File: config.mk
export PLATFORM = sky130hd
export DESIGN_NAME = menu_text_search_matcher
export DESIGN_NICKNAME = d
export VERILOG_FILES = /design/src/rtl/core/mtsm_pkg.sv /design/src/rtl/core/mtsm_cfg.sv /design/src/rtl/core/mtsm_match.sv /design/src/rtl/core/menu_text_search_matcher.sv
export SDC_FILE = /design/constraint.sdc
export NUM_CORES = 1
export LEC_CHECK = 0
export ABC_AREA = 1
export BUFFER_PORTS_ARGS = -buffer_cell sky130_fd_sc_hd__buf_2
export CAP_MARGIN = 5
export CORE_UTILIZATION = 43
export CTS_CLUSTER_SIZE = 24
export DETAILED_ROUTE_END_ITERATION = 8
export PLACE_DENSITY_LB_ADDON = 0.08
export SLEW_MARGIN = 25
export SYNTH_ARGS = -nofsm -noshare
export SYNTH_HDL_FRONTEND = slang
export SYNTH_SLANG_ARGS = --single-unit
File: constraint.sdc
create_clock -name clk -period 3.49 [get_ports clk]
set_input_delay 0.1745 -clock clk [delete_from_list [all_inputs] [get_ports clk]]
set_output_delay 0.1745 -clock clk [all_outputs]
set_load 0.005 [all_outputs]
File: src/rtl/core/mtsm_pkg.sv
// ----------------------------------------------------------------------------
// mtsm_pkg
// Types, register map and helpers shared by the menu text matcher modules.
// ----------------------------------------------------------------------------
package mtsm_pkg;

    // APB register map (index = paddr[3:2])
    localparam int ADDR_W = 4;
    localparam logic [1:0] REG_MODE     = 2'd0;
    localparam logic [1:0] REG_PLEN     = 2'd1;
    localparam logic [1:0] REG_PAT_LOW  = 2'd2;
    localparam logic [1:0] REG_PAT_HIGH = 2'd3;

    // Search modes; the unused code behaves as prefix
    localparam logic [1:0] MODE_NEVER     = 2'd0;
    localparam logic [1:0] MODE_SUBSTRING = 2'd1;
    localparam logic [1:0] MODE_PREFIX    = 2'd2;

    localparam logic [1:0] MODE_RESET = MODE_PREFIX;

    typedef struct packed {
        logic [1:0]  mode;
        logic [3:0]  plen;
        logic [31:0] pat_low;
        logic [31:0] pat_high;
    } cfg_t;

    typedef struct packed {
        logic        hit;
        logic [7:0]  pos;
        logic        shown;
        logic [10:0] count;
        logic        any_hit;
        logic        too_long;
    } res_t;

    // ASCII upper case to lower case, other bytes unchanged
    function automatic logic [7:0] fold(input logic [7:0] b);
        logic [7:0] r;
        r = b;
        if (b >= 8'h41 && b <= 8'h5A)
        begin
            r = b + 8'h20;
        end
        return r;
    endfunction

endpackage

File: src/rtl/core/mtsm_cfg.sv
// ----------------------------------------------------------------------------
// mtsm_cfg
// APB register file holding search mode, pattern length and pattern bytes.
// ----------------------------------------------------------------------------
module mtsm_cfg (
    input  logic                        clk,
    input  logic                        rst_n,
    input  logic                        psel,
    input  logic                        penable,
    input  logic                        pwrite,
    input  logic [mtsm_pkg::ADDR_W-1:0] paddr,
    input  logic [31:0]                 pwdata,
    output logic [31:0]                 prdata,
    output logic                        pready,
    output mtsm_pkg::cfg_t              cfg
);
    import mtsm_pkg::*;

    logic [1:0]  mode_reg;
    logic [3:0]  plen_reg;
    logic [31:0] pat_low_reg;
    logic [31:0] pat_high_reg;
    logic        wr_en;
    logic [1:0]  reg_sel;

    assign pready  = 1'b1;
    assign reg_sel = paddr[3:2];
    assign wr_en   = psel && penable && pwrite && pready;

    // Register writes
    always_ff @(posedge clk or negedge rst_n)
    begin
        if (!rst_n)
        begin
            mode_reg     <= MODE_RESET;
            plen_reg     <= 4'd0;
            pat_low_reg  <= 32'd0;
            pat_high_reg <= 32'd0;
        end
        else if (wr_en)
        begin
            unique case (reg_sel)
                REG_MODE:     mode_reg     <= pwdata[1:0];
                REG_PLEN:     plen_reg     <= pwdata[3:0];
                REG_PAT_LOW:  pat_low_reg  <= pwdata;
                REG_PAT_HIGH: pat_high_reg <= pwdata;
                default:      mode_reg     <= mode_reg;
            endcase
        end
    end

    // Read back
    always_comb
    begin
        unique case (reg_sel)
            REG_MODE:     prdata = {30'd0, mode_reg};
            REG_PLEN:     prdata = {28'd0, plen_reg};
            REG_PAT_LOW:  prdata = pat_low_reg;
            REG_PAT_HIGH: prdata = pat_high_reg;
            default:      prdata = 32'd0;
        endcase
    end

    assign cfg.mode     = mode_reg;
    assign cfg.plen     = plen_reg;
    assign cfg.pat_low  = pat_low_reg;
    assign cfg.pat_high = pat_high_reg;

endmodule

File: src/rtl/core/mtsm_match.sv
// ----------------------------------------------------------------------------
// mtsm_match
// Per-item match state: sliding byte window, parallel pattern compare,
// prefix tracking and the enabled-hit tally. Produces the item result.
// ----------------------------------------------------------------------------
module mtsm_match #(
    parameter int PATTERN_MAX    = 8,
    parameter int TEXT_MAX       = 256,
    parameter int ITEM_COUNT_MAX = 1024
) (
    input  logic           clk,
    input  logic           rst_n,
    input  mtsm_pkg::cfg_t cfg,
    input  logic           step_en,
    input  logic [7:0]     text_byte,
    input  logic           byte_present,
    input  logic           item_enabled,
    input  logic           last_of_item,
    input  logic           last_of_menu,
    output mtsm_pkg::res_t res
);
    import mtsm_pkg::*;

    localparam int IW  = $clog2(TEXT_MAX + 2);
    localparam int PLW = $clog2(PATTERN_MAX + 1);
    localparam int PIW = (PATTERN_MAX > 1) ? $clog2(PATTERN_MAX) : 1;
    localparam int TW  = $clog2(ITEM_COUNT_MAX + 1);
    localparam int CW  = (TW > 11) ? TW : 11;

    logic [7:0]    recent_reg [PATTERN_MAX];
    logic [7:0]    recent_next [PATTERN_MAX];
    logic [IW-1:0] idx_reg, idx_next;
    logic          found_reg, found_next;
    logic [7:0]    fpos_reg, fpos_next;
    logic          pre_ok_reg, pre_ok_next;
    logic [TW-1:0] tally_reg, tally_next;
    logic          any_reg, any_next;

    logic [7:0]     pat [PATTERN_MAX];
    logic [7:0]     win [PATTERN_MAX];
    logic           cand [PATTERN_MAX+1];
    logic [PLW-1:0] plen_sat;
    logic [7:0]     b;
    logic           take_byte;
    logic           in_range;
    logic           reach;
    logic           hit;
    logic           too_long;
    logic [TW-1:0]  tally_inc;
    logic [CW-1:0]  tally_ext;

    // Pattern length clamp and folded pattern bytes
    assign plen_sat = ({1'b0, cfg.plen} > 5'(PATTERN_MAX)) ? PLW'(PATTERN_MAX)
                                                           : PLW'(cfg.plen);
    always_comb
    begin
        for (int p = 0; p < PATTERN_MAX; p++)
        begin
            if (p < 4)
                pat[p] = fold(cfg.pat_low[8*p +: 8]);
            else if (p < 8)
                pat[p] = fold(cfg.pat_high[8*(p-4) +: 8]);
            else
                pat[p] = 8'd0;
        end
    end

    assign b        = fold(text_byte);
    assign in_range = (idx_reg < IW'(TEXT_MAX));
    assign take_byte = byte_present && in_range;

    // Window: current byte then the most recent ones
    always_comb
    begin
        win[0] = b;
        for (int k = 1; k < PATTERN_MAX; k++)
            win[k] = recent_reg[k-1];
    end

    // One candidate compare per possible pattern length
    always_comb
    begin
        cand[0] = 1'b0;
        for (int l = 1; l <= PATTERN_MAX; l++)
        begin
            cand[l] = 1'b1;
            for (int p = 0; p < PATTERN_MAX; p++)
            begin
                if (p < l)
                begin
                    if (win[l-1-p] != pat[p])
                        cand[l] = 1'b0;
                end
            end
        end
    end

    assign reach = (({1'b0, idx_reg} + (IW+1)'(1)) >= (IW+1)'(plen_sat));

    // Per-byte state update
    always_comb
    begin
        idx_next    = idx_reg;
        found_next  = found_reg;
        fpos_next   = fpos_reg;
        pre_ok_next = pre_ok_reg;
        for (int k = 0; k < PATTERN_MAX; k++)
            recent_next[k] = recent_reg[k];
        if (byte_present && !in_range)
        begin
            idx_next = IW'(TEXT_MAX + 1);
        end
        else if (take_byte)
        begin
            if (idx_reg < IW'(plen_sat) && b != pat[idx_reg[PIW-1:0]])
                pre_ok_next = 1'b0;
            if (plen_sat != '0 && !found_reg && reach && cand[plen_sat])
            begin
                found_next = 1'b1;
                fpos_next  = 8'({1'b0, idx_reg} + (IW+1)'(1) - (IW+1)'(plen_sat));
            end
            for (int k = PATTERN_MAX - 1; k > 0; k--)
                recent_next[k] = recent_reg[k-1];
            recent_next[0] = b;
            idx_next = idx_reg + IW'(1);
        end
    end

    // Item-end decision on the updated state
    assign too_long = (idx_next > IW'(TEXT_MAX));
    always_comb
    begin
        unique case (cfg.mode)
            MODE_NEVER:     hit = 1'b0;
            MODE_SUBSTRING: hit = (plen_sat == '0) || found_next;
            default:        hit = (plen_sat != '0) && (idx_next != '0) && pre_ok_next;
        endcase
    end

    assign tally_inc = (hit && item_enabled && tally_reg < TW'(ITEM_COUNT_MAX))
                       ? tally_reg + TW'(1) : tally_reg;
    assign tally_ext = CW'(tally_inc);

    assign res.hit      = hit;
    assign res.pos      = (hit && cfg.mode == MODE_SUBSTRING && plen_sat != '0)
                          ? fpos_next : 8'd0;
    assign res.shown    = hit || (plen_sat == '0);
    assign res.count    = tally_ext[10:0];
    assign res.any_hit  = any_reg || (hit && item_enabled);
    assign res.too_long = too_long;

    // Tally, cleared after the last item of a menu
    always_comb
    begin
        tally_next = tally_reg;
        any_next   = any_reg;
        if (last_of_item)
        begin
            tally_next = last_of_menu ? '0 : tally_inc;
            any_next   = last_of_menu ? 1'b0 : res.any_hit;
        end
    end

    // State registers
    always_ff @(posedge clk or negedge rst_n)
    begin
        if (!rst_n)
        begin
            for (int k = 0; k < PATTERN_MAX; k++)
                recent_reg[k] <= 8'd0;
            idx_reg    <= '0;
            found_reg  <= 1'b0;
            fpos_reg   <= 8'd0;
            pre_ok_reg <= 1'b1;
            tally_reg  <= '0;
            any_reg    <= 1'b0;
        end
        else if (step_en)
        begin
            tally_reg <= tally_next;
            any_reg   <= any_next;
            if (last_of_item)
            begin
                for (int k = 0; k < PATTERN_MAX; k++)
                    recent_reg[k] <= 8'd0;
                idx_reg    <= '0;
                found_reg  <= 1'b0;
                fpos_reg   <= 8'd0;
                pre_ok_reg <= 1'b1;
            end
            else
            begin
                for (int k = 0; k < PATTERN_MAX; k++)
                    recent_reg[k] <= recent_next[k];
                idx_reg    <= idx_next;
                found_reg  <= found_next;
                fpos_reg   <= fpos_next;
                pre_ok_reg <= pre_ok_next;
            end
        end
    end

endmodule

File: src/rtl/core/menu_text_search_matcher.sv
// ----------------------------------------------------------------------------
// menu_text_search_matcher
// Case-insensitive substring / prefix matcher for streamed menu item texts.
// ----------------------------------------------------------------------------
// Usage:
//   The slave stream carries one text byte per beat; tlast closes an item and
//   tuser flags byte presence, item enable and menu end. An item with no text
//   is one beat with byte_present low and tlast high.
//   One result beat leaves on the master stream for each item, once the beat
//   that closes it has passed the input register and then the result register.
//   Throughput is one byte per cycle while the result stream does not stall:
//   each byte is checked against the whole pattern by a parallel window compare.
//   Pattern and mode must be written over APB only while the stream is idle;
//   the block itself does not enforce this. Reset clears the item state and
//   the hit tally; mode resets to prefix, pattern length to zero.
//   When the receiver stalls, the result holds in the output register and an
//   input beat is taken only if the input register is empty; then s_tready drops.
//   Bytes past TEXT_MAX are dropped and flagged in the item's result.
// ----------------------------------------------------------------------------
module menu_text_search_matcher #(
    parameter int PATTERN_MAX    = 8,
    parameter int TEXT_MAX       = 256,
    parameter int ITEM_COUNT_MAX = 1024
) (
    input  logic                        clk,
    input  logic                        rst_n,
    // APB configuration
    input  logic                        psel,
    input  logic                        penable,
    input  logic                        pwrite,
    input  logic [mtsm_pkg::ADDR_W-1:0] paddr,
    input  logic [31:0]                 pwdata,
    output logic [31:0]                 prdata,
    output logic                        pready,
    // text byte stream
    input  logic                        s_tvalid,
    output logic                        s_tready,
    input  logic [7:0]                  s_tdata,  // [7:0] text_byte
    input  logic [2:0]                  s_tuser,  // [0] byte_present [1] item_enabled
                                                  // [2] last_of_menu
    input  logic                        s_tlast,  // last_of_item
    // result stream
    output logic                        m_tvalid,
    input  logic                        m_tready,
    output logic [23:0]                 m_tdata,  // [7:0] match_position
                                                  // [18:8] enabled_hit_count
    output logic [3:0]                  m_tuser   // [0] hit [1] shown
                                                  // [2] any_enabled_hit [3] text_too_long
);
    import mtsm_pkg::*;

    cfg_t       cfg;
    res_t       res;
    logic       in_valid_reg;
    logic [7:0] in_byte_reg;
    logic [2:0] in_user_reg;
    logic       in_last_reg;
    logic       out_valid_reg;
    res_t       out_reg;
    logic       advance;
    logic       step_en;

    mtsm_cfg u_cfg (
        .clk     (clk),
        .rst_n   (rst_n),
        .psel    (psel),
        .penable (penable),
        .pwrite  (pwrite),
        .paddr   (paddr),
        .pwdata  (pwdata),
        .prdata  (prdata),
        .pready  (pready),
        .cfg     (cfg)
    );

    // Pipeline moves when the result register is free or being drained
    assign advance  = !out_valid_reg || m_tready;
    assign s_tready = !in_valid_reg || advance;
    assign step_en  = in_valid_reg && advance;

    // Input register
    always_ff @(posedge clk or negedge rst_n)
    begin
        if (!rst_n)
            in_valid_reg <= 1'b0;
        else if (s_tready)
            in_valid_reg <= s_tvalid;
    end

    always_ff @(posedge clk)
    begin
        if (s_tready && s_tvalid)
        begin
            in_byte_reg <= s_tdata;
            in_user_reg <= s_tuser;
            in_last_reg <= s_tlast;
        end
    end

    mtsm_match #(
        .PATTERN_MAX    (PATTERN_MAX),
        .TEXT_MAX       (TEXT_MAX),
        .ITEM_COUNT_MAX (ITEM_COUNT_MAX)
    ) u_match (
        .clk          (clk),
        .rst_n        (rst_n),
        .cfg          (cfg),
        .step_en      (step_en),
        .text_byte    (in_byte_reg),
        .byte_present (in_user_reg[0]),
        .item_enabled (in_user_reg[1]),
        .last_of_item (in_last_reg),
        .last_of_menu (in_user_reg[2]),
        .res          (res)
    );

    // Result register
    always_ff @(posedge clk or negedge rst_n)
    begin
        if (!rst_n)
            out_valid_reg <= 1'b0;
        else if (advance)
            out_valid_reg <= step_en && in_last_reg;
    end

    always_ff @(posedge clk)
    begin
        if (step_en && in_last_reg)
            out_reg <= res;
    end

    assign m_tvalid = out_valid_reg;
    assign m_tdata  = {5'd0, out_reg.count, out_reg.pos};
    assign m_tuser  = {out_reg.too_long, out_reg.any_hit, out_reg.shown, out_reg.hit};

endmodule

==> results.cfg <==
[logic_synthesis]
synthCells = 2060
yosysSeqAreaShare = 0.3558
synthArstFlopShare = 0.8196
ys.flop_type = dfrtp_1
synth_cell_type_count = 53
yosys.area_share.simple = 0.3095
synth-edff-count = 35
synth_mux_area_frac = 0
ys_warn_count = 0
synth_compound_area_frac = 0.1404
synth_top_family_by_area = simple AND/OR/NAND/NOR gates
synth_adder_area_share = 0.01822
synth-seq-cells = 194
synth_xor_xnor_area_share = 0.06988
avgSynthCellArea_sq_um = 6.866
syn_area_sq_um = 14140

[sta]
fin_tns_setup_ns = 0
relSlewSlack = 0.3463
finalCritPeriodShare = 0.9311
fin_skew_ns = 0.02244
finalSetupViolCount = 0
hold_violations = 0
fmax_ghz = 0.3077
finalCriticalPeriod_ns = 3.249
tightest_slew_ns = 0.9782
drv_slew = 0
rsz0062_at_grt = no

[pwr]
switching_share = 0.4446
internal_power_mw = 5.071
switchingPower_mw = 4.060
combPwrFrac = 0.454
pwr-share-clk = 0.222
power.density_nw_per_um2 = 535.5
p_leak_nw = 8.103
vdd_drop_max_mv = 0.4115
pwr-share-seq = 0.324

[clock_network]
path_clk_slew_ns = 0.08
cts_buffers = 17
htree_levels = 4
cts_tree = built
clock_path_buffers = 2
cts_sinks = 194
clkLatencyLatePin_ns = 0.48
clock-root-buffer = clkbuf_16

[die]
coreArea_sq_um = 32450
die_area_sq_um = 33620
start_util = 0.4358
die_x_um = 183.4
io_pins = 118
rows = 66
die_y_um = 183.4

[worst_setup_path]
endpoint_kind = register
crit_path_max_fanout = 10
worstRegToRegCells = 21
r2r-end = m_tdata[11]
r2r_setup_slack_ns = 0.24
crit_path_start_kind = register
r2r_start = in_byte_reg[0]
arrival_ns = 3.47
required_ns = 3.71
path_class = register to register

[routing]
vias_per_cell = 5.472
dr.pass1.iters = 6
met3_length_um = 3529
vias = 14980
ant_nets = 0
wl_met1_um = 24740
routed_wl_um = 58390
top_layer_used = met4
wl_per_cell_um = 21.32
wl_met2_um = 27650
drt_iter0_markers = 1219
drc = 0

[global_route]
grt.overflow.total = 0
track_usage = 0.3531
antenna_found_initial = 0
grt_max_degree = 71
grt_pass1_vias = 14250
grt_pass1_wl_um = 87530

[min_path]
holdPathEnd = u_cfg.mode_reg[1]
whs_path_depth = 4
hp-start = paddr[2]
min_path_type = primary input to register

[finish]
final_cells = 2738
drive_gt1_frac = 0.1677
largest_reg_flops = 56
antennaDiodeCount = 0
syn_to_final_growth_pct = 20.57
layout.nets = 2358

[placement]
dp_hpwl_um = 44030
dp.cells = 2650
port_buffers = 109
place_congestion = 1.020

[status]
status = finished, final reports clean

[job]
cap_violations = 0
==> synth_stat cells, types with 2 or more instances <==
master | count | area [sq um]
nand2_4 | 6 | 67.56
nand4_1 | 60 | 375.4
o21ai_2 | 2 | 17.52
edfxtp_1 | 35 | 1051
ha_1 | 19 | 237.7
o221ai_1 | 3 | 26.28
xor2_1 | 65 | 569.3
buf_6 | 10 | 112.6
buf_1 | 4 | 15.01
o21ai_1 | 11 | 55.05
nor3b_1 | 2 | 15.01
clkinv_1 | 5 | 18.77
o2111ai_1 | 16 | 140.1
o22ai_1 | 119 | 744.5
conb_1 | 2 | 7.510
inv_2 | 21 | 78.83
dfstp_2 | 2 | 52.55
nor2_2 | 5 | 31.28
nand2_2 | 12 | 75.07
xnor2_1 | 46 | 402.9
o211ai_1 | 6 | 45.04
nand3_1 | 81 | 405.4
nand3_2 | 7 | 70.07
clkbuf_2 | 7 | 35.03
a22oi_1 | 2 | 15.01
inv_1 | 212 | 795.8
o21ai_0 | 134 | 670.6
buf_4 | 13 | 97.59
dfrtp_1 | 157 | 3929
nor2_1 | 193 | 724.4
nand2_1 | 651 | 2444
clkbuf_1 | 36 | 135.1
nor3_1 | 14 | 70.07
buf_2 | 40 | 200.2
nor3_2 | 2 | 20.02
a211oi_1 | 3 | 22.52
and2_1 | 2 | 12.51
a21oi_1 | 40 | 200.2
==> stage by stage <==
stage	power, mW	util	worst slack, ns	hold WS, ns	area, sq um
3_5_place_dp	6.968	0.4877	0.1356	0.2387	15830
3_3_place_gp	6.947	0.4877	0.1392	0.2444	15830
4_1_cts	9.042	0.5203	0.1028	0.04629	16890
6_report	9.132	0.5255	0.2406	0.05773	17050
5_1_grt	9.628	0.5255	0.006424	0.09310	17050
2_1_floorplan	5.280	-	0.5059	-0.1211	14160
==> worst max-delay path: stages (launching register included) <==
cell and delay, ns:
edfxtp_1 0.52, buf_6 0.23, clkinvlp_4 0.17, buf_4 0.19, nand2_1 0.05, nand4_1 0.12, nor2_1 0.12, nand4_1 0.17
a21oi_1 0.16, nand3_1 0.12, nand2_1 0.08, nand3_1 0.11, nor2_1 0.13, nor2_1 0.05, nand2_2 0.10, nand2_4 0.07
nand2_4 0.06, nand2_2 0.08, nand2_8 0.12, nand3_4 0.15, nand2_1 0.10, nand2_1 0.07
==> layer usage <==
layer,up-vias,global-route usage
met1,7203,0.4528
li1,7129,-
met5,-,0
met3,133,0.06116
met4,0,0.1543
met2,516,0.5833
==> worst max-delay path by stage <==
stage / cells after the start / from / slack [ns] / to
after floorplan: 17 / u_match.idx_reg[1] / 0.51 / m_tuser[2]
after global placement: 20 / in_byte_reg[0] / 0.14 / m_tdata[13]
after detailed placement: 20 / in_byte_reg[0] / 0.14 / m_tdata[12]
after CTS: 20 / u_cfg.pat_low_reg[16] / 0.10 / m_tdata[16]
after global routing: 26 / in_byte_reg[0] / 0.006 / u_match.tally_reg[10]
final: 21 / in_byte_reg[0] / 0.24 / m_tdata[11]
==> placed cells by master (no fill, tap or decap), drive strengths merged, types with 6 or more instances in the layout <==
cell type,n
nand3,89
conb,6
o211ai,6
inv,239
a21oi,41
dlygate4sd3,47
dfrtp,157
nand4,61
o21ai,147
xnor2,46
ha,19
nor3,17
nor2,198
buf,263
edfxtp,35
clkinv,12
clkbuf,19
nand2,669
o2111ai,16
xor2,66
o22ai,119
==> what timing repair did <==
item                                    4_1_cts  5_1_grt
buffers inserted                              0        9
endpoints found under the setup margin        0       38
gates resized for setup                       0       29
hold buffers                                 47        0
endpoints found under the hold margin       145        0
==> layout make-up <==
class,instances,area [sq um]
clock buffers,19,452.9
clock inverters,13,136.4
fillers,3287,15400
inverters,239,903.4
multi-input cells,1521,7747
flip-flops and latches,194,5041
well taps,442,553.0
repair buffers,310,2220
==> cell families (layout without fill, tap and decap cells) <==
kind of cell    after synthesis  count (layout)
xor+xnor                    112             112
fa+ha+maj                    20              20
buf+inv                     349             581
flops                       194             194
compound gates              342             342
simple gates               1041            1041
other cells                   2               6
==> power by group through the flow <==
stage	sequential, mW	clock [mW]	combinational [mW]
after detailed placement	2.99	0	3.98
after global placement	2.99	0	3.96
after floorplan	2.79	0	2.49
after CTS	2.95	2.06	4.03
final	2.96	2.03	4.15
after global routing	2.99	2.14	4.49
Power figures use the tool's default switching activity.
